### src/hdl/mouse_packet_tracker_assert.svh
// Assertion macros for the tracker RTL, included by mouse_packet_tracker.sv.
// Define NO_ASSERTIONS to compile all checks away.
`ifndef MOUSE_PACKET_TRACKER_ASSERT_SVH
`define MOUSE_PACKET_TRACKER_ASSERT_SVH

`ifndef NO_ASSERTIONS

// Same-cycle implication, checked on aclk outside reset
`define MPT_ASSERT(label, ante, cons) \
    label: assert property (@(posedge aclk) disable iff (!aresetn) (ante) |-> (cons)) \
        else $error("mouse_packet_tracker check failed");

// Next-cycle implication, checked on aclk outside reset
`define MPT_ASSERT_NEXT(label, ante, cons) \
    label: assert property (@(posedge aclk) disable iff (!aresetn) (ante) |=> (cons)) \
        else $error("mouse_packet_tracker check failed");

`else

`define MPT_ASSERT(label, ante, cons)
`define MPT_ASSERT_NEXT(label, ante, cons)

`endif

`endif

### src/hdl/mpt_pkg.sv
`timescale 1ns / 1ps
`default_nettype none

package mpt_pkg;

    // Field and register widths
    localparam int BYTE_BITS   = 8;
    localparam int SCREEN_BITS = 12;
    localparam int COORD_BITS  = 12;

    // Cursor footprint in pixels
    localparam int CURSOR_W = 9;
    localparam int CURSOR_H = 9;

    // Signed working width for position and limit math
    localparam int CALC_W = ((COORD_BITS > SCREEN_BITS) ? COORD_BITS : SCREEN_BITS) + 2;

    // Bits of the first packet byte
    localparam int SYNC_BIT   = 3;
    localparam int LEFT_BIT   = 0;
    localparam int RIGHT_BIT  = 1;
    localparam int MIDDLE_BIT = 2;

    // APB register map
    localparam int PADDR_BITS = 3;
    localparam int PDATA_BITS = 32;
    localparam logic REG_SCREEN_WIDTH  = 1'b0;
    localparam logic REG_SCREEN_HEIGHT = 1'b1;
    localparam logic [SCREEN_BITS-1:0] SCREEN_WIDTH_RESET  = SCREEN_BITS'(640);
    localparam logic [SCREEN_BITS-1:0] SCREEN_HEIGHT_RESET = SCREEN_BITS'(480);

    // Result stream packing: pos_x, pos_y, left, right, middle, zero fill
    localparam int RES_BITS   = 2 * COORD_BITS + 3;
    localparam int MDATA_BITS = ((RES_BITS + 7) / 8) * 8;

    // Position of the next byte within a packet
    typedef enum logic [1:0] {
        PH_FIRST  = 2'd0,
        PH_SECOND = 2'd1,
        PH_THIRD  = 2'd2
    } phase_t;

    typedef struct packed {
        logic                  middle_button;
        logic                  right_button;
        logic                  left_button;
        logic [COORD_BITS-1:0] pos_y;
        logic [COORD_BITS-1:0] pos_x;
    } mpt_result_t;

    // Clamp a signed position to 0..screen - size - 1, limit capped at coordinate range
    function automatic logic [COORD_BITS-1:0] clamp_coord(
        input logic signed [CALC_W-1:0] pos,
        input logic [SCREEN_BITS-1:0]   screen,
        input int                       size
    );
        logic signed [CALC_W-1:0] limit;
        logic signed [CALC_W-1:0] coord_max;
        logic signed [CALC_W-1:0] res;
        limit     = $signed(CALC_W'(screen)) - $signed(CALC_W'(size)) - $signed(CALC_W'(1));
        coord_max = $signed(CALC_W'((1 << COORD_BITS) - 1));
        if (limit > coord_max) begin
            limit = coord_max;
        end
        if (pos < 0 || limit < 0) begin
            res = '0;
        end else if (pos > limit) begin
            res = limit;
        end else begin
            res = pos;
        end
        return res[COORD_BITS-1:0];
    endfunction

endpackage

`default_nettype wire

### src/hdl/mpt_core.sv
`timescale 1ns / 1ps
`default_nettype none

module mpt_core import mpt_pkg::*; (
    input  wire logic                   aclk,
    input  wire logic                   aresetn,
    input  wire logic                   step,
    input  wire logic [BYTE_BITS-1:0]   rx_byte,
    input  wire logic [SCREEN_BITS-1:0] screen_width,
    input  wire logic [SCREEN_BITS-1:0] screen_height,
    output logic                        done,
    output mpt_result_t                 result
);

    phase_t                  phase_reg, phase_next;
    logic [BYTE_BITS-1:0]    first_reg;
    logic [BYTE_BITS-1:0]    second_reg;
    logic [COORD_BITS-1:0]   cursor_x_reg, cursor_x_next;
    logic [COORD_BITS-1:0]   cursor_y_reg, cursor_y_next;
    logic signed [CALC_W-1:0] pos_x_raw;
    logic signed [CALC_W-1:0] pos_y_raw;

    // Advance the packet phase; drop unsynced first bytes
    always_comb begin
        phase_next = phase_reg;
        if (step) begin
            case (phase_reg)
                PH_FIRST:  phase_next = rx_byte[SYNC_BIT] ? PH_SECOND : PH_FIRST;
                PH_SECOND: phase_next = PH_THIRD;
                default:   phase_next = PH_FIRST;
            endcase
        end
    end

    // Move the cursor on the closing byte: X adds byte 1, Y subtracts byte 2
    always_comb begin
        pos_x_raw = $signed(CALC_W'(cursor_x_reg))
                  + $signed({{(CALC_W-BYTE_BITS){second_reg[BYTE_BITS-1]}}, second_reg});
        pos_y_raw = $signed(CALC_W'(cursor_y_reg))
                  - $signed({{(CALC_W-BYTE_BITS){rx_byte[BYTE_BITS-1]}}, rx_byte});
        done          = 1'b0;
        cursor_x_next = clamp_coord(pos_x_raw, screen_width, CURSOR_W);
        cursor_y_next = clamp_coord(pos_y_raw, screen_height, CURSOR_H);
        case (phase_reg)
            PH_FIRST:  done = 1'b0;
            PH_SECOND: done = 1'b0;
            default:   done = step;
        endcase
        result.pos_x         = cursor_x_next;
        result.pos_y         = cursor_y_next;
        result.left_button   = first_reg[LEFT_BIT];
        result.right_button  = first_reg[RIGHT_BIT];
        result.middle_button = first_reg[MIDDLE_BIT];
    end

    // Hold packet state
    always_ff @(posedge aclk) begin
        if (!aresetn) begin
            phase_reg    <= PH_FIRST;
            first_reg    <= '0;
            second_reg   <= '0;
            cursor_x_reg <= '0;
            cursor_y_reg <= '0;
        end else begin
            phase_reg <= phase_next;
            if (step && phase_reg == PH_FIRST && rx_byte[SYNC_BIT]) begin
                first_reg <= rx_byte;
            end
            if (step && phase_reg == PH_SECOND) begin
                second_reg <= rx_byte;
            end
            if (done) begin
                cursor_x_reg <= cursor_x_next;
                cursor_y_reg <= cursor_y_next;
            end
        end
    end

endmodule

`default_nettype wire

### src/hdl/mouse_packet_tracker.sv
`timescale 1ns / 1ps
`default_nettype none
// PS/2 mouse packet tracker.
// s_ stream: one received mouse byte per request in s_tdata[7:0]. A byte with
//   bit 3 clear is dropped while a packet start is expected; three bytes make a
//   packet. The third byte yields one request on the m_ stream.
// m_ stream: m_tdata holds pos_x, pos_y, left, right and middle button; the
//   cursor is clamped to 0..screen size - 9 - 1 on each axis.
// APB: screen_width at 0x0, screen_height at 0x4, both 12 bits; write only
//   while no packet request is in flight.
// Throughput: one byte per cycle while the output register is empty or taken.
//   A byte is held in the input register, then the add-and-clamp logic fills
//   the output register, which drives m_tvalid for the closing byte.
// Stall: with m_tready low the output register holds, the input register
//   fills, and s_tready falls once both are occupied.
// Reset (aresetn low, synchronous): both stages empty, packet phase back to
//   first byte, cursor at 0,0, screen 640 by 480.
`include "mouse_packet_tracker_assert.svh"

module mouse_packet_tracker import mpt_pkg::*; (
    input  wire logic                  aclk,
    input  wire logic                  aresetn,
    // s_tdata: [7:0] rx_byte
    input  wire logic                  s_tvalid,
    output logic                       s_tready,
    input  wire logic [BYTE_BITS-1:0]  s_tdata,
    // m_tdata: [11:0] pos_x, [23:12] pos_y, [24] left_button,
    //          [25] right_button, [26] middle_button, [31:27] zero
    output logic                       m_tvalid,
    input  wire logic                  m_tready,
    output logic [MDATA_BITS-1:0]      m_tdata,
    input  wire logic                  psel,
    input  wire logic                  penable,
    input  wire logic                  pwrite,
    input  wire logic [PADDR_BITS-1:0] paddr,
    input  wire logic [PDATA_BITS-1:0] pwdata,
    output logic [PDATA_BITS-1:0]      prdata,
    output logic                       pready
);

    logic [SCREEN_BITS-1:0] screen_width_reg;
    logic [SCREEN_BITS-1:0] screen_height_reg;
    logic                   in_valid_reg;
    logic [BYTE_BITS-1:0]   in_byte_reg;
    logic                   out_valid_reg;
    mpt_result_t            out_data_reg;
    logic                   advance;
    logic                   step;
    logic                   core_done;
    mpt_result_t            core_result;
    logic                   reg_sel;
    logic                   x_checked;
    logic                   x_fits;

    // Configuration registers
    assign pready  = 1'b1;
    assign reg_sel = paddr[2];

    always_ff @(posedge aclk) begin
        if (!aresetn) begin
            screen_width_reg  <= SCREEN_WIDTH_RESET;
            screen_height_reg <= SCREEN_HEIGHT_RESET;
        end else if (psel && penable && pwrite && pready) begin
            case (reg_sel)
                REG_SCREEN_WIDTH:  screen_width_reg  <= pwdata[SCREEN_BITS-1:0];
                REG_SCREEN_HEIGHT: screen_height_reg <= pwdata[SCREEN_BITS-1:0];
                default:           screen_width_reg  <= screen_width_reg;
            endcase
        end
    end

    always_comb begin
        case (reg_sel)
            REG_SCREEN_WIDTH:  prdata = PDATA_BITS'(screen_width_reg);
            REG_SCREEN_HEIGHT: prdata = PDATA_BITS'(screen_height_reg);
            default:           prdata = '0;
        endcase
    end

    // Stage handshake: the output register frees when empty or taken
    assign advance  = !out_valid_reg || m_tready;
    assign s_tready = !in_valid_reg || advance;
    assign step     = in_valid_reg && advance;

    // Input register
    always_ff @(posedge aclk) begin
        if (!aresetn) begin
            in_valid_reg <= 1'b0;
        end else if (s_tvalid && s_tready) begin
            in_valid_reg <= 1'b1;
        end else if (advance) begin
            in_valid_reg <= 1'b0;
        end
    end

    always_ff @(posedge aclk) begin
        if (s_tvalid && s_tready) begin
            in_byte_reg <= s_tdata;
        end
    end

    mpt_core u_core (
        .aclk          (aclk),
        .aresetn       (aresetn),
        .step          (step),
        .rx_byte       (in_byte_reg),
        .screen_width  (screen_width_reg),
        .screen_height (screen_height_reg),
        .done          (core_done),
        .result        (core_result)
    );

    // Output register
    always_ff @(posedge aclk) begin
        if (!aresetn) begin
            out_valid_reg <= 1'b0;
        end else if (advance) begin
            out_valid_reg <= core_done;
        end
    end

    always_ff @(posedge aclk) begin
        if (advance && core_done) begin
            out_data_reg <= core_result;
        end
    end

    assign m_tvalid = out_valid_reg;
    assign m_tdata  = MDATA_BITS'(out_data_reg);

    // Checks
    assign x_checked = m_tvalid && (screen_width_reg > SCREEN_BITS'(CURSOR_W));
    assign x_fits    = ({1'b0, out_data_reg.pos_x} + (SCREEN_BITS+1)'(CURSOR_W))
                     < {1'b0, screen_width_reg};

    `MPT_ASSERT(a_no_accept_when_full, in_valid_reg && !advance, !s_tready)
    `MPT_ASSERT(a_done_needs_byte, core_done, step)
    `MPT_ASSERT(a_x_in_screen, x_checked, x_fits)
    `MPT_ASSERT_NEXT(a_stall_holds_result, m_tvalid && !m_tready, m_tvalid && $stable(m_tdata))

endmodule

`default_nettype wire
### config.mk
export PLATFORM = sky130hd
export DESIGN_NAME = mouse_packet_tracker
export DESIGN_NICKNAME = d
export VERILOG_FILES = /design/src/hdl/mpt_pkg.sv /design/src/hdl/mpt_core.sv /design/src/hdl/mouse_packet_tracker.sv
export VERILOG_INCLUDE_DIRS = /design/src /design/src/hdl
export SDC_FILE = /design/constraint.sdc
export NUM_CORES = 1
export LEC_CHECK = 0
export BUFFER_PORTS_ARGS = -buffer_cell sky130_fd_sc_hd__buf_2
export CAP_MARGIN = 20
export CORE_MARGIN = 5
export CORE_UTILIZATION = 45
export DETAILED_ROUTE_END_ITERATION = 12
export MAX_ROUTING_LAYER = met4
export PLACE_DENSITY = 0.63
export SETUP_SLACK_MARGIN = 0.2
export SYNTH_ARGS = -nofsm -noshare
export SYNTH_HDL_FRONTEND = slang
export SYNTH_SLANG_ARGS = --single-unit
### constraint.sdc
create_clock -name aclk -period 5.1 [get_ports aclk]
set_clock_uncertainty 0.1 [all_clocks]
set_input_delay 0.51 -clock aclk [delete_from_list [all_inputs] [get_ports aclk]]
set_output_delay 0.51 -clock aclk [all_outputs]
set_load 0.02 [all_outputs]
* Word level (Yosys, flattened, before mapping)
Cells that the tools add are included.
** Operators by class
- Add/sub/neg operators :: 6
- $lt $le $gt $ge :: 8
- Equality and inequality tests :: 1
- Mux-type cells :: 12
- Bitwise gates (word level) :: 1
- Reductions and logical operators :: 19
** Operators by type and width (number)
- one-hot mux 32 bit (2 select lines) :: 1
- < comparator 14 x 1 -> 1 bit (second input constant) :: 4
- two-way mux 12 bit :: 4
- greater-than comparator 14 x 13 -> 1 bit (second input constant) :: 2
- greater-than comparator 14 bit :: 2
- two-way mux 14 bit :: 2
- subtractor 14 x 2 -> 14 bit (second input constant) :: 2
- subtractor 12 x 4 -> 13 bit (second input constant) :: 2
- adder 13 x 8 -> 14 bit :: 1
- subtractor 13 x 8 -> 14 bit :: 1
- logical AND 1 bit :: 8
- logical OR 1 bit :: 4
- two-way mux 1 bit :: 4
- one-hot mux 2 bit (2 select lines) :: 1
- AND reduction 2 bit :: 2
- == test 2 x 1 -> 1 bit (second input constant) :: 1
- zero test 1 bit :: 2
- zero test 2 bit :: 1
- nonzero test 2 bit :: 1
- OR reduction 2 bit :: 1
- NOT 1 bit :: 1
** Word-level totals
- Flip-flop bits (word level) :: 98
- Output and inout port bits :: 67
- Logic and storage cells :: 62

* Logic depth before layout (Yosys ltp)
Gate-level depths: netlist (run 1).
- Word-level depth :: 7
- Depth in mapped cells :: 22
- Depth with buffers taken out :: 21

* Modules after synthesis
From an unflattened synthesis (run 1), not the netlist that was laid out.
** Unflattened totals
- Cells, all modules :: 854
- Area, all modules :: 7420.9 sq um
** Modules (own cells, without submodules)
- mpt_core :: instances 1, cells each 669, area each 4951.0 sq um, seq. area each 740.7 sq um
- mouse_packet_tracker :: instances 1, cells each 185, area each 2469.9 sq um, seq. area each 1571.5 sq um

* Worst setup path after synthesis (run 1)
Ideal clock, no wire load.
- Kind :: register -> register
- Start point :: reg screen_height_reg[0]
- End point :: reg u_core.cursor_y_reg[11]
- Data arrival time :: 4281 ps
- Data required time :: 4883 ps
- Slack :: 602 ps
- Stages on the path, launching flop included :: 20
- Buffers on the path :: 3
- Path through :: dfxtp_1 > buf_2 > inv_1 > ha_1 > clkbuf_1 > or4b_1 > a31oi_1 > nand3_1 > o31ai_1 > inv_1 > ha_1 > a21o_1 > a21o_1 > o31ai_1 > o211a_1 > mux2i_1 > clkbuf_1 > o21ai_0 > and4_1 > a32o_1
** On the way
- Cells in the longest elaborated chain, start to end :: 7
** RTL lines
- from (decl) :: line mouse_packet_tracker.sv:42 : logic [SCREEN_BITS-1:0] screen_height_reg;
- from (signal assigned) :: line mouse_packet_tracker.sv:66 : REG_SCREEN_HEIGHT: screen_height_reg <= pwdata[SCREEN_BITS-1:0];
- subtractor 12 x 4 -> 13 bit (*) :: line mpt_pkg.sv:60 : limit = $signed(CALC_W'(screen)) - $signed(CALC_W'(size)) - $signed(CALC_W'(1));
- subtractor 14 x 2 -> 14 bit (*) :: line mpt_pkg.sv:60
- greater-than comparator 14 x 13 -> 1 bit :: line mpt_pkg.sv:62 : if (limit > coord_max) begin
- two-way mux 14 bit (*) :: line mpt_pkg.sv:62
- greater-than comparator 14 bit / < comparator 14 x 1 -> 1 bit (equally long branches) :: line mpt_pkg.sv:67, mpt_pkg.sv:65
- two-way mux 12 bit / logical OR 1 bit (equally long branches) :: line mpt_pkg.sv:67, mpt_pkg.sv:65
- two-way mux 12 bit (*) :: line mpt_pkg.sv:65 : if (pos < 0 || limit < 0) begin
- to (signal assigned) :: line mpt_core.sv:74 : cursor_y_reg <= cursor_y_next;
- to (decl) :: line mpt_core.sv:19 : logic [COORD_BITS-1:0] cursor_y_reg, cursor_y_next;
Every way passes the cells marked *; elsewhere a longest branch is shown, timed or not.
A chain may end at the register's enable or synchronous reset.

==> metrics.cfg, run 1 <==
[clock_tree]
cts_buffers=9
ctsRootBufferMaster=clkbuf_16
hold_buffers=0
clk_path_buf_depth=2
cts_tree=yes
cts-htree-levels=3
clk_pin_slew_worst_paths_ns=0.07
clk_latency_ns=0.37
cts_sinks=98

[timing]
fin_ws_ns=0.366
fin_crit_ns=4.73
finalCritPeriodShare_pct=92.8
drv_slew=0
timing.fmax_ghz=0.211
final_hold_viol_count=0
tightest_slew_ns=0.908
setup_viol=0
tns_ns=0
slew_headroom_pct=39.3
rsz0062_at_grt=false

[synthesis]
synth_area_per_cell_um2=8.43
ys_ff_latch=98
synthCells=870
syn-cell-area_um2=7340
ys_types=76
synth_top_area_share_pct=17.2
seq_area_frac_synth_pct=31.5
synth_enable_flop_cells=35
yosys_warnings=0
yosysTopAreaCell=dfxtp_1
synth_ff_type=dfxtp_1
async_flop_share_pct=0
synthTopCellsByArea=dfxtp_1, edfxtp_1, ha_1

[global_routing]
grt_use_total_pct=19.3
overflow=0
grt_pass1_vias=5539
grt_pass1_wl_um=28100
grt_max_degree=66
antenna_found_initial=0

[critical_path]
worst_r2r_path_depth=18
rr_endpoint=m_tdata[23]$_DFFE_PP_
endpoint=m_tdata[23]$_DFFE_PP_
start_kind=register
crit_slowest_cell=or4b_1
critPathRequiredTime_ns=5.12
r2r-start=in_byte_reg[1]$_DFFE_PP_
path_class=reg2reg
worstPathMaxFanout=6
worstSetupStartpoint=in_byte_reg[1]$_DFFE_PP_
crit_path_max_incr_delay_ns=0.55
cp.arrival_ns=4.76
reg2reg_slack_ns=0.37
crit_chain=inv_1 -> ha_1 -> nor2b_1 -> o31a_1 -> nor3_2 -> o31ai_2 -> a21o_1 -> a21o_1 -> a21oi_2 -> xnor2_1 -> ha_1 -> nand4_1 -> nor3_1 -> o31ai_1 -> o211a_1 -> mux2i_4 -> or4b_1 -> and3_1
endpoint_kind=register

[detailed_routing]
drc=0
ant_nets=0
via_count=6219
totalWireLength_um=18000
first_pass_iters=5
drt-vias-per-instance=5.40
drtIter0Drc=382
wire_per_inst_um=15.6

[hold_path]
hp-class=in2reg

[place]
placed_area_um2=7790
place.gp.congestion=0.871
dp.cells=1127
dp_hpwl_um=13200
io_buffers=68
pre_cts_ws_ns=0.195

[floorplanning]
ioPinCount=117
initial_utilization_pct=46.0
dieArea_um2=19000
fp.dieH_um=138
rows=46
core_um2=15900
die_w_um=138

[cells_and_area]
fillers=1574
area_growth_pct=12.6
nNetsFinal=1042
drive_above_1_share_pct=16.5
antenna-diode-count=0
largest_reg_flops=27
fin_cells=1151
postLayoutCellArea_um2=8260
fin_util_pct=51.8

[power]
p_leak_nw=3.58
ir_drop_v=0.000183
power_density_nw_per_um2=218

[run_status]
run_status=completed

[job]
cap_violations=0

worst min path at each step:
stage | cells after the start | endpoint | slack, ns | startpoint
6_report | 1 | in_byte_reg[6]$_DFFE_PP_ | 0.22 | s_tdata[6]
2_1_floorplan | 0 | m_tdata[24]$_DFFE_PP_ | 0.31 | u_core.first_reg[0]$_SDFFE_PN0P_
5_1_grt | 1 | in_byte_reg[1]$_DFFE_PP_ | 0.21 | s_tdata[1]
4_1_cts | 1 | in_byte_reg[6]$_DFFE_PP_ | 0.22 | s_tdata[6]
3_3_place_gp | 0 | m_tdata[24]$_DFFE_PP_ | 0.31 | u_core.first_reg[0]$_SDFFE_PN0P_
3_5_place_dp | 0 | m_tdata[24]$_DFFE_PP_ | 0.32 | u_core.first_reg[0]$_SDFFE_PN0P_
cell families (layout without fill, tap and decap cells):
group | after synthesis | after routing | synth area share (%)
muxes | 19 | 19 | 2.75
other | 2 | 26 | 0.102
DFF | 98 | 98 | 31.5
and+or+nand+nor | 318 | 318 | 21.3
buffers and inverters | 114 | 155 | 7.49
adders and majority gates | 63 | 63 | 10.9
xor gates and xnor gates | 53 | 53 | 6.33
AOI/OAI and AO/OA | 203 | 203 | 19.6
power by group:
part,internal [mW],total (mW),switching [mW],leakage [nW]
registers,0.823,0.841,0.0177,0.850
clock network,0.341,0.678,0.338,0.138
logic,0.107,0.280,0.173,2.59
layer usage:
layer  global-route usage, %  vias to the layer above  part of all wire, %
li1                        -                     3157                    -
met2                    28.4                      167                   43
met1                    27.0                     2871                   50
met3                    3.62                       24                  5.4
met5                       -                        -                    0
met4                    5.54                        0                  1.6
cell usage after synthesis, types with 16 or more instances:
master    count
clkbuf_1     33
xnor2_1      38
a21oi_1      42
nor2_1       64
inv_1        43
edfxtp_1     35
o21ai_0      26
nor3_1       16
a21boi_0     34
nand2_1     111
ha_1         60
buf_4        26
nand3_1      35
dfxtp_1      63
layout by cell type, fill, tap and decap left out, types with 10 or more instances in the layout:
cell and count:
dfxtp_1 62, o21ai_0 24, buf_4 24, conb_1 26
a21boi_0 34, nor3_1 14, a21oi_1 40, edfxtp_1 35
nand2_1 111, nor2b_1 11, xnor2_1 37, nand2b_1 10
and3_1 12, ha_1 60, a21o_1 12, buf_2 68
nand4_1 12, nand3_1 35, nor2_1 64, inv_1 43
xor2_1 15
critical path, delay by kind of cell (launching register included):
kind / cells / cell delay, ns
mux: 1 / 0.22
xor+xnor: 1 / 0.10
simple gates: 6 / 1.56
compound gates: 7 / 1.32
flops: 1 / 0.43
buf+inv: 1 / 0.17
fa+ha+maj: 2 / 0.58
repair_timing:
action                                  in CTS  in global routing
setup buffers                                0                  8
resized for setup                            1                 24
endpoints found under the setup margin       5                 44
pin swaps                                    0                  4
final cells by class:
type | instances | area, um^2 | share of cell area (%)
repair buffers | 93 | 532 | 6.44
inverters | 46 | 173 | 2.09
well taps | 216 | 270 | 3.27
clock buffers | 9 | 225 | 2.73
multi-input cells | 682 | 4690 | 56.7
clock inverters | 7 | 60.1 | 0.727
flip-flops and latches | 98 | 2310 | 28.0
through the flow:
stage	total power [mW]	hold slack, ns
2_1_floorplan	1.07	0.308
3_3_place_gp	1.12	0.312
3_5_place_dp	1.12	0.317
4_1_cts	1.80	0.215
5_1_grt	1.88	0.207
6_report	1.80	0.218
(Power assumes the default switching activity.)
==> run 2, diff against run 1 <==
Clock period 5.1 ns to 5.6 ns, I/O delays scaled along.
==> run 2 against run 1 <==
  * Register-to-register slack improved by 0.33 ns
  * Wire length fell by 3.6%
  * Cell count fell by 1.2%
  * Clock-buffer cell count rose by 1
  * Via count fell by 3.1%
  * Sequential power fell by 8.7%
  * Core utilization fell by 1.3 points
  * Die area did not move
  * Worst hold slack improved by 0.059 ns
  * Sequential share of layout area rose by 0.72 points
  * Global-route usage barely moved
  * First-iteration DRC count rose by 9.4%
  * Largest cell class unchanged
==> metrics.cfg, run 2 (same netlist as run 1, synthesis figures left out) <==
[detailed_routing]
first_pass_iters=4  ; -1
via_count=6028  ; -3.1%
drt-vias-per-instance=5.30  ; -1.9%
wire_per_inst_um=15.2  ; -2.4%
drc=0  ; unchanged
totalWireLength_um=17300  ; -3.6%
drtIter0Drc=418  ; +9.4%
ant_nets=0  ; unchanged

[global_routing]
grt_use_met3_pct=3.62  ; unchanged
grtUsageMet2_pct=28.0  ; -0.46 points
grt_max_degree=66  ; unchanged
grt_use_total_pct=19.3  ; about the same
grt_pass1_vias=5491  ; -0.87%
use_met1_pct=27.3  ; +0.29 points
grt_pass1_wl_um=28100  ; unchanged
busiest_layer=met2
overflow=0  ; unchanged
antenna_found_initial=0  ; unchanged

[cells_and_area]
final_common_cell=nand2_1
layout_common_cells=nand2_1, buf_2, nor2_1
area.sequential_um2=2310  ; about the same
drive_above_1_share_pct=13.4  ; -3.1 points
nNetsFinal=1028  ; -1.3%
multi_input_area_um2=4580  ; -2.2%
area_growth_pct=9.70
largest_reg_flops=27  ; unchanged
fillers=1573  ; -0.064%
antenna-diode-count=0  ; unchanged
fin_cells=1137  ; -1.2%

[hold_path]
min_from=s_tdata[7]
hp-class=in2reg
whs_endpoint=in_byte_reg[7]$_DFFE_PP_
hold_depth=1  ; unchanged

[critical_path]
reg2reg_slack_ns=0.69  ; +0.33 ns
crit_slowest_cell=dfxtp_1
crit_buf_inv=3  ; +2
worstPathMaxFanout=9  ; +3
crit_family=compound AO/OA/AOI/OAI gates
r2r-start=screen_width_reg[1]$_SDFFE_PN0P_
cp.arrival_ns=5.10  ; +0.34 ns
endpoint_kind=register
crit_path_max_incr_delay_ns=0.48  ; -0.07 ns
path_class=reg2reg
crit_chain=inv_1 -> ha_1 -> nand2b_1 -> o21ai_0 -> o21ai_0 -> a21oi_4 -> nand3b_4 -> o21ai_0 -> inv_1 -> ha_1 -> nand4_1 -> nor2_1 -> a211o_1 -> a221oi_1 -> mux2i_2 -> buf_4 -> nand2_1 -> o2bb2ai_1 -> o2bb2ai_1
rr_endpoint=u_core.cursor_x_reg[10]$_SDFFE_PN0P_
critPathRequiredTime_ns=5.80  ; +0.68 ns
worst_r2r_path_depth=19  ; +1
path_common_cell=o21ai_0
start_kind=register

[floorplanning]
core_um2=15900  ; unchanged
ioPinCount=117  ; unchanged
rows=46  ; unchanged
die_w_um=138  ; unchanged
dieArea_um2=19000  ; unchanged
initial_utilization_pct=46.0  ; unchanged
fp.dieH_um=138  ; unchanged

[timing]
drv_slew=0  ; unchanged
setup_viol=0  ; unchanged
rsz0062_at_grt=false
fin_crit_ns=4.91  ; +0.172 ns
timing.fmax_ghz=0.204  ; -3.5%
tightest_slew_ns=0.864  ; -0.0440 ns
finalCritPeriodShare_pct=87.6  ; -5.2 points
tns_ns=0  ; unchanged
final_hold_viol_count=0  ; unchanged
slew_headroom_pct=42.2  ; +2.9 points

[place]
dp.cells=1120  ; -0.62%
io_buffers=68  ; unchanged
dp_hpwl_um=13000  ; -1.6%
place.gp.congestion=0.884  ; +1.5%

[power]
power_density_nw_per_um2=201  ; -7.9%
ir_drop_v=0.000165  ; -10%
p_leak_nw=3.48  ; -2.9%

[clock_tree]
cts_sinks=98  ; unchanged
ctsRootBufferMaster=clkbuf_16
clk_pin_slew_worst_paths_ns=0.08  ; about the same
cts_buffers=9  ; unchanged
clk_latency_ns=0.36  ; about the same
cts_tree=yes
cts-htree-levels=3  ; unchanged
clk_path_buf_depth=2  ; unchanged
hold_buffers=0  ; unchanged

[job]
cap_violations=0  ; unchanged

[run_status]
run_status=completed

-- run 2: cell count changes in the layout (fill, tap and decap cells not counted), sizes merged --
cell,before,now
clkinv,5,6
inv,47,43
clkinvlp,1,3
buf,93,79
clkbuf,9,10
-- run 2: power breakdown --
| group | switching [mW] | internal (mW) |
|---|---|---|
| Sequential | 0.0176 | 0.750 |
| Clock | 0.299 | 0.307 |
| Combinational | 0.150 | 0.0912 |
-- run 2: worst max-delay path by stage --
stage / endpoint / depth (start not counted) / slack [ns] / from
finish: u_core.cursor_x_reg[10]$_SDFFE_PN0P_ / 19 / 0.69 / screen_width_reg[1]$_SDFFE_PN0P_
global route: u_core.cursor_x_reg[10]$_SDFFE_PN0P_ / 19 / 0.26 / screen_width_reg[1]$_SDFFE_PN0P_
global placement: u_core.cursor_x_reg[10]$_SDFFE_PN0P_ / 19 / 0.64 / screen_width_reg[1]$_SDFFE_PN0P_
floorplan: u_core.cursor_y_reg[11]$_SDFFE_PN0P_ / 19 / 1.10 / screen_height_reg[0]$_SDFFE_PN0P_
CTS: u_core.cursor_x_reg[10]$_SDFFE_PN0P_ / 19 / 0.52 / screen_width_reg[1]$_SDFFE_PN0P_
detailed placement: u_core.cursor_x_reg[10]$_SDFFE_PN0P_ / 19 / 0.52 / screen_width_reg[1]$_SDFFE_PN0P_
-- run 2: final cells by class --
class	instances	area share [%]
clock buffer	10	2.85
tap	216	3.36
inverter	46	2.15
multi-input combinational	682	57.0
timing repair buffer	79	5.25
sequential	98	28.7
clock inverter	6	0.700
-- run 2: through the flow --
step	hold slack, ns	instance area, um^2	utilization (%)	power, mW	setup slack, ns
floorplan	0.308	7430	-	0.970	1.10
global placement	0.314	7740	48.5	1.02	0.640
finish	0.278	8050	50.5	1.61	0.694
detailed placement	0.319	7740	48.5	1.02	0.521
global route	0.263	8050	50.5	1.69	0.259
CTS	0.263	8020	50.3	1.63	0.524
-- run 2: layer usage --
layer	vias up	part of all wire, %
li1	3135	-
met1	2745	51
met2	139	42
met3	9	5.1
met4	0	1.0
met5	-	0
-- run 2: repair_timing --
item                       4_1_cts  5_1_grt
resized for setup                0        3
buffers inserted                 0        1
setup endpoints to repair        0       13
==> run 3, diff against run 2 <==
Settings changed: CELL_PAD_IN_SITES_DETAIL_PLACEMENT from default to 0, CELL_PAD_IN_SITES_GLOBAL_PLACEMENT from default to 1, PLACE_DENSITY 0.63 to 0.81.
==> run 3 against run 2 <==
  * Power shrank 0.73%
  * Sequential share of layout area grew 0.15 points
  * Non-clock buffer count shrank 4
  * Fmax shrank 1.7%
  * Wire length grew 1.8%
  * Worst setup slack lost 0.083 ns
  * Critical path depth is the same
  * Combinational power is essentially flat
  * Register-to-register slack lost 0.08 ns
  * Worst hold slack gained 0.0047 ns
  * Critical path type unchanged
==> metrics.cfg, run 3 (same netlist as run 1, synthesis figures left out) <==
[cells_and_area]
antenna-diode-count=0  ; unchanged
area_growth_pct=9.21
final_common_cell=nand2_1
nNetsFinal=1024  ; -0.39%
layout_common_cells=nand2_1, buf_2, nor2_1
drive_above_1_share_pct=13.0  ; -0.38 points
largest_reg_flops=27  ; unchanged

[global_routing]
grt_max_degree=66  ; unchanged
overflow=0  ; unchanged
antenna_found_initial=0  ; unchanged
grt_pass1_wl_um=28300  ; +0.74%
grt_use_total_pct=19.4  ; +0.073 points
grt_pass1_vias=5513  ; +0.40%

[floorplanning]
ioPinCount=117  ; unchanged
core_um2=15900  ; unchanged
rows=46  ; unchanged
die_w_um=138  ; unchanged
fp.dieH_um=138  ; unchanged
dieArea_um2=19000  ; unchanged
initial_utilization_pct=46.0  ; unchanged

[detailed_routing]
totalWireLength_um=17600  ; +1.8%
via_count=6040  ; +0.20%
drc=0  ; unchanged
drtIter0Drc=439  ; +5.0%
wire_per_inst_um=15.5  ; +2.1%
ant_nets=0  ; unchanged
first_pass_iters=6  ; +2
drt-vias-per-instance=5.33  ; +0.55%

[place]
place.gp.congestion=0.853  ; -3.6%
io_buffers=68  ; unchanged
dp_hpwl_um=13100  ; +1.1%
pre_cts_ws_ns=0.438  ; -0.0834 ns

[critical_path]
crit_buf_inv=3  ; unchanged
worstPathMaxFanout=9  ; unchanged
reg2reg_slack_ns=0.61  ; -0.08 ns
critPathRequiredTime_ns=5.78  ; -0.02 ns
path_class=reg2reg
crit_chain=inv_1 -> ha_1 -> xnor2_1 -> nand4_1 -> nor3_1 -> a21boi_1 -> nand3b_4 -> o21ai_0 -> inv_1 -> ha_1 -> nand4_1 -> nor2_1 -> a211o_1 -> a221oi_1 -> mux2i_1 -> buf_4 -> o21ai_0 -> or3_1 -> a21boi_1
crit_family=compound AO/OA/AOI/OAI gates
start_kind=register
cp.arrival_ns=5.17  ; +0.07 ns
crit_slowest_cell=dfxtp_1
endpoint_kind=register
crit_path_max_incr_delay_ns=0.49  ; about the same

[clock_tree]
post_cts_resized=0  ; unchanged
clk_path_buf_depth=2  ; unchanged
clk_latency_ns=0.35  ; about the same
hold_buffers=0  ; unchanged
cts-htree-levels=3  ; unchanged
cts_sinks=98  ; unchanged
cts_tree=yes
cts_buffers=9  ; unchanged
ctsRootBufferMaster=clkbuf_16
clk_pin_slew_worst_paths_ns=0.07  ; about the same
cts_setup_buffers=0  ; unchanged

[timing]
tightest_slew_ns=0.961  ; +0.0971 ns
drv_slew=0  ; unchanged
finalCritPeriodShare_pct=89.1  ; +1.5 points
slew_headroom_pct=35.7  ; -6.5 points
fin_crit_ns=4.99  ; +0.0835 ns
fin_ws_ns=0.610  ; -0.0835 ns
timing.fmax_ghz=0.200  ; -1.7%
rsz0062_at_grt=false
tns_ns=0  ; unchanged
final_hold_viol_count=0  ; unchanged
setup_viol=0  ; unchanged

[power]
p_leak_nw=3.46  ; -0.41%
ir_drop_v=0.000160  ; -3.2%
power_density_nw_per_um2=200  ; -0.28%

[run_status]
run_status=completed

[job]
cap_violations=0  ; unchanged

[hold_path]
hp-class=in2reg

-- run 3: metal layers --
metal	part of all wire, %	vias up	wire length (um)	global-route usage, %
met5	0	-	0	-
met4	1.1	0	199	4.32
met3	4.5	9	795	3.36
met2	43	137	7490	28.5
met1	52	2762	9120	27.8
li1	-	3132	-	-
-- run 3: final cells by class --
type,count,area [um^2]
tap,216,270
inverter,46,173
clock inverter,6,51.3
clock buffer,10,229
multi-input combinational,682,4580
fill,1551,7930
sequential,98,2310
timing repair buffer,75,393
-- run 3: report_power, final --
part           total [mW]  internal, mW  switching [mW]
sequential          0.768         0.750          0.0179
combinational       0.239        0.0894           0.150
clock               0.596         0.307           0.289
-- run 3: path summary, 6_finish.rpt --
| path | start | end | cells after the start |
|---|---|---|---|
| max | screen_width_reg[1]$_SDFFE_PN0P_ | u_core.cursor_x_reg[1]$_SDFFE_PN0P_ | 19 |
| min | s_tdata[0] | in_byte_reg[0]$_DFFE_PP_ | 1 |
| max reg2reg | screen_width_reg[1]$_SDFFE_PN0P_ | u_core.cursor_x_reg[1]$_SDFFE_PN0P_ | 19 |
| min reg2reg | u_core.first_reg[0]$_SDFFE_PN0P_ | m_tdata[24]$_DFFE_PP_ | 0 |
-- run 3: worst register-to-register path: stages (launching register included) --
cell	delay [ns]
dfxtp_1	0.49
inv_1	0.13
ha_1	0.29
xnor2_1	0.28
nand4_1	0.20
nor3_1	0.27
a21boi_1	0.39
nand3b_4	0.23
o21ai_0	0.17
inv_1	0.09
ha_1	0.23
nand4_1	0.12
nor2_1	0.06
a211o_1	0.26
a221oi_1	0.37
mux2i_1	0.40
buf_4	0.24
o21ai_0	0.11
or3_1	0.37
a21boi_1	0.12
-- run 3: metrics by stage --
stage	hold slack [ns]	util, %	area, um^2	power, mW	std cells
2_1_floorplan	0.308	-	7430	0.970	894
3_3_place_gp	0.314	48.4	7720	1.02	1117
3_5_place_dp	0.316	48.4	7720	1.02	1117
4_1_cts	0.271	50.2	8000	1.62	1133
5_1_grt	0.267	50.3	8010	1.68	1133
6_report	0.282	50.3	8010	1.60	1133
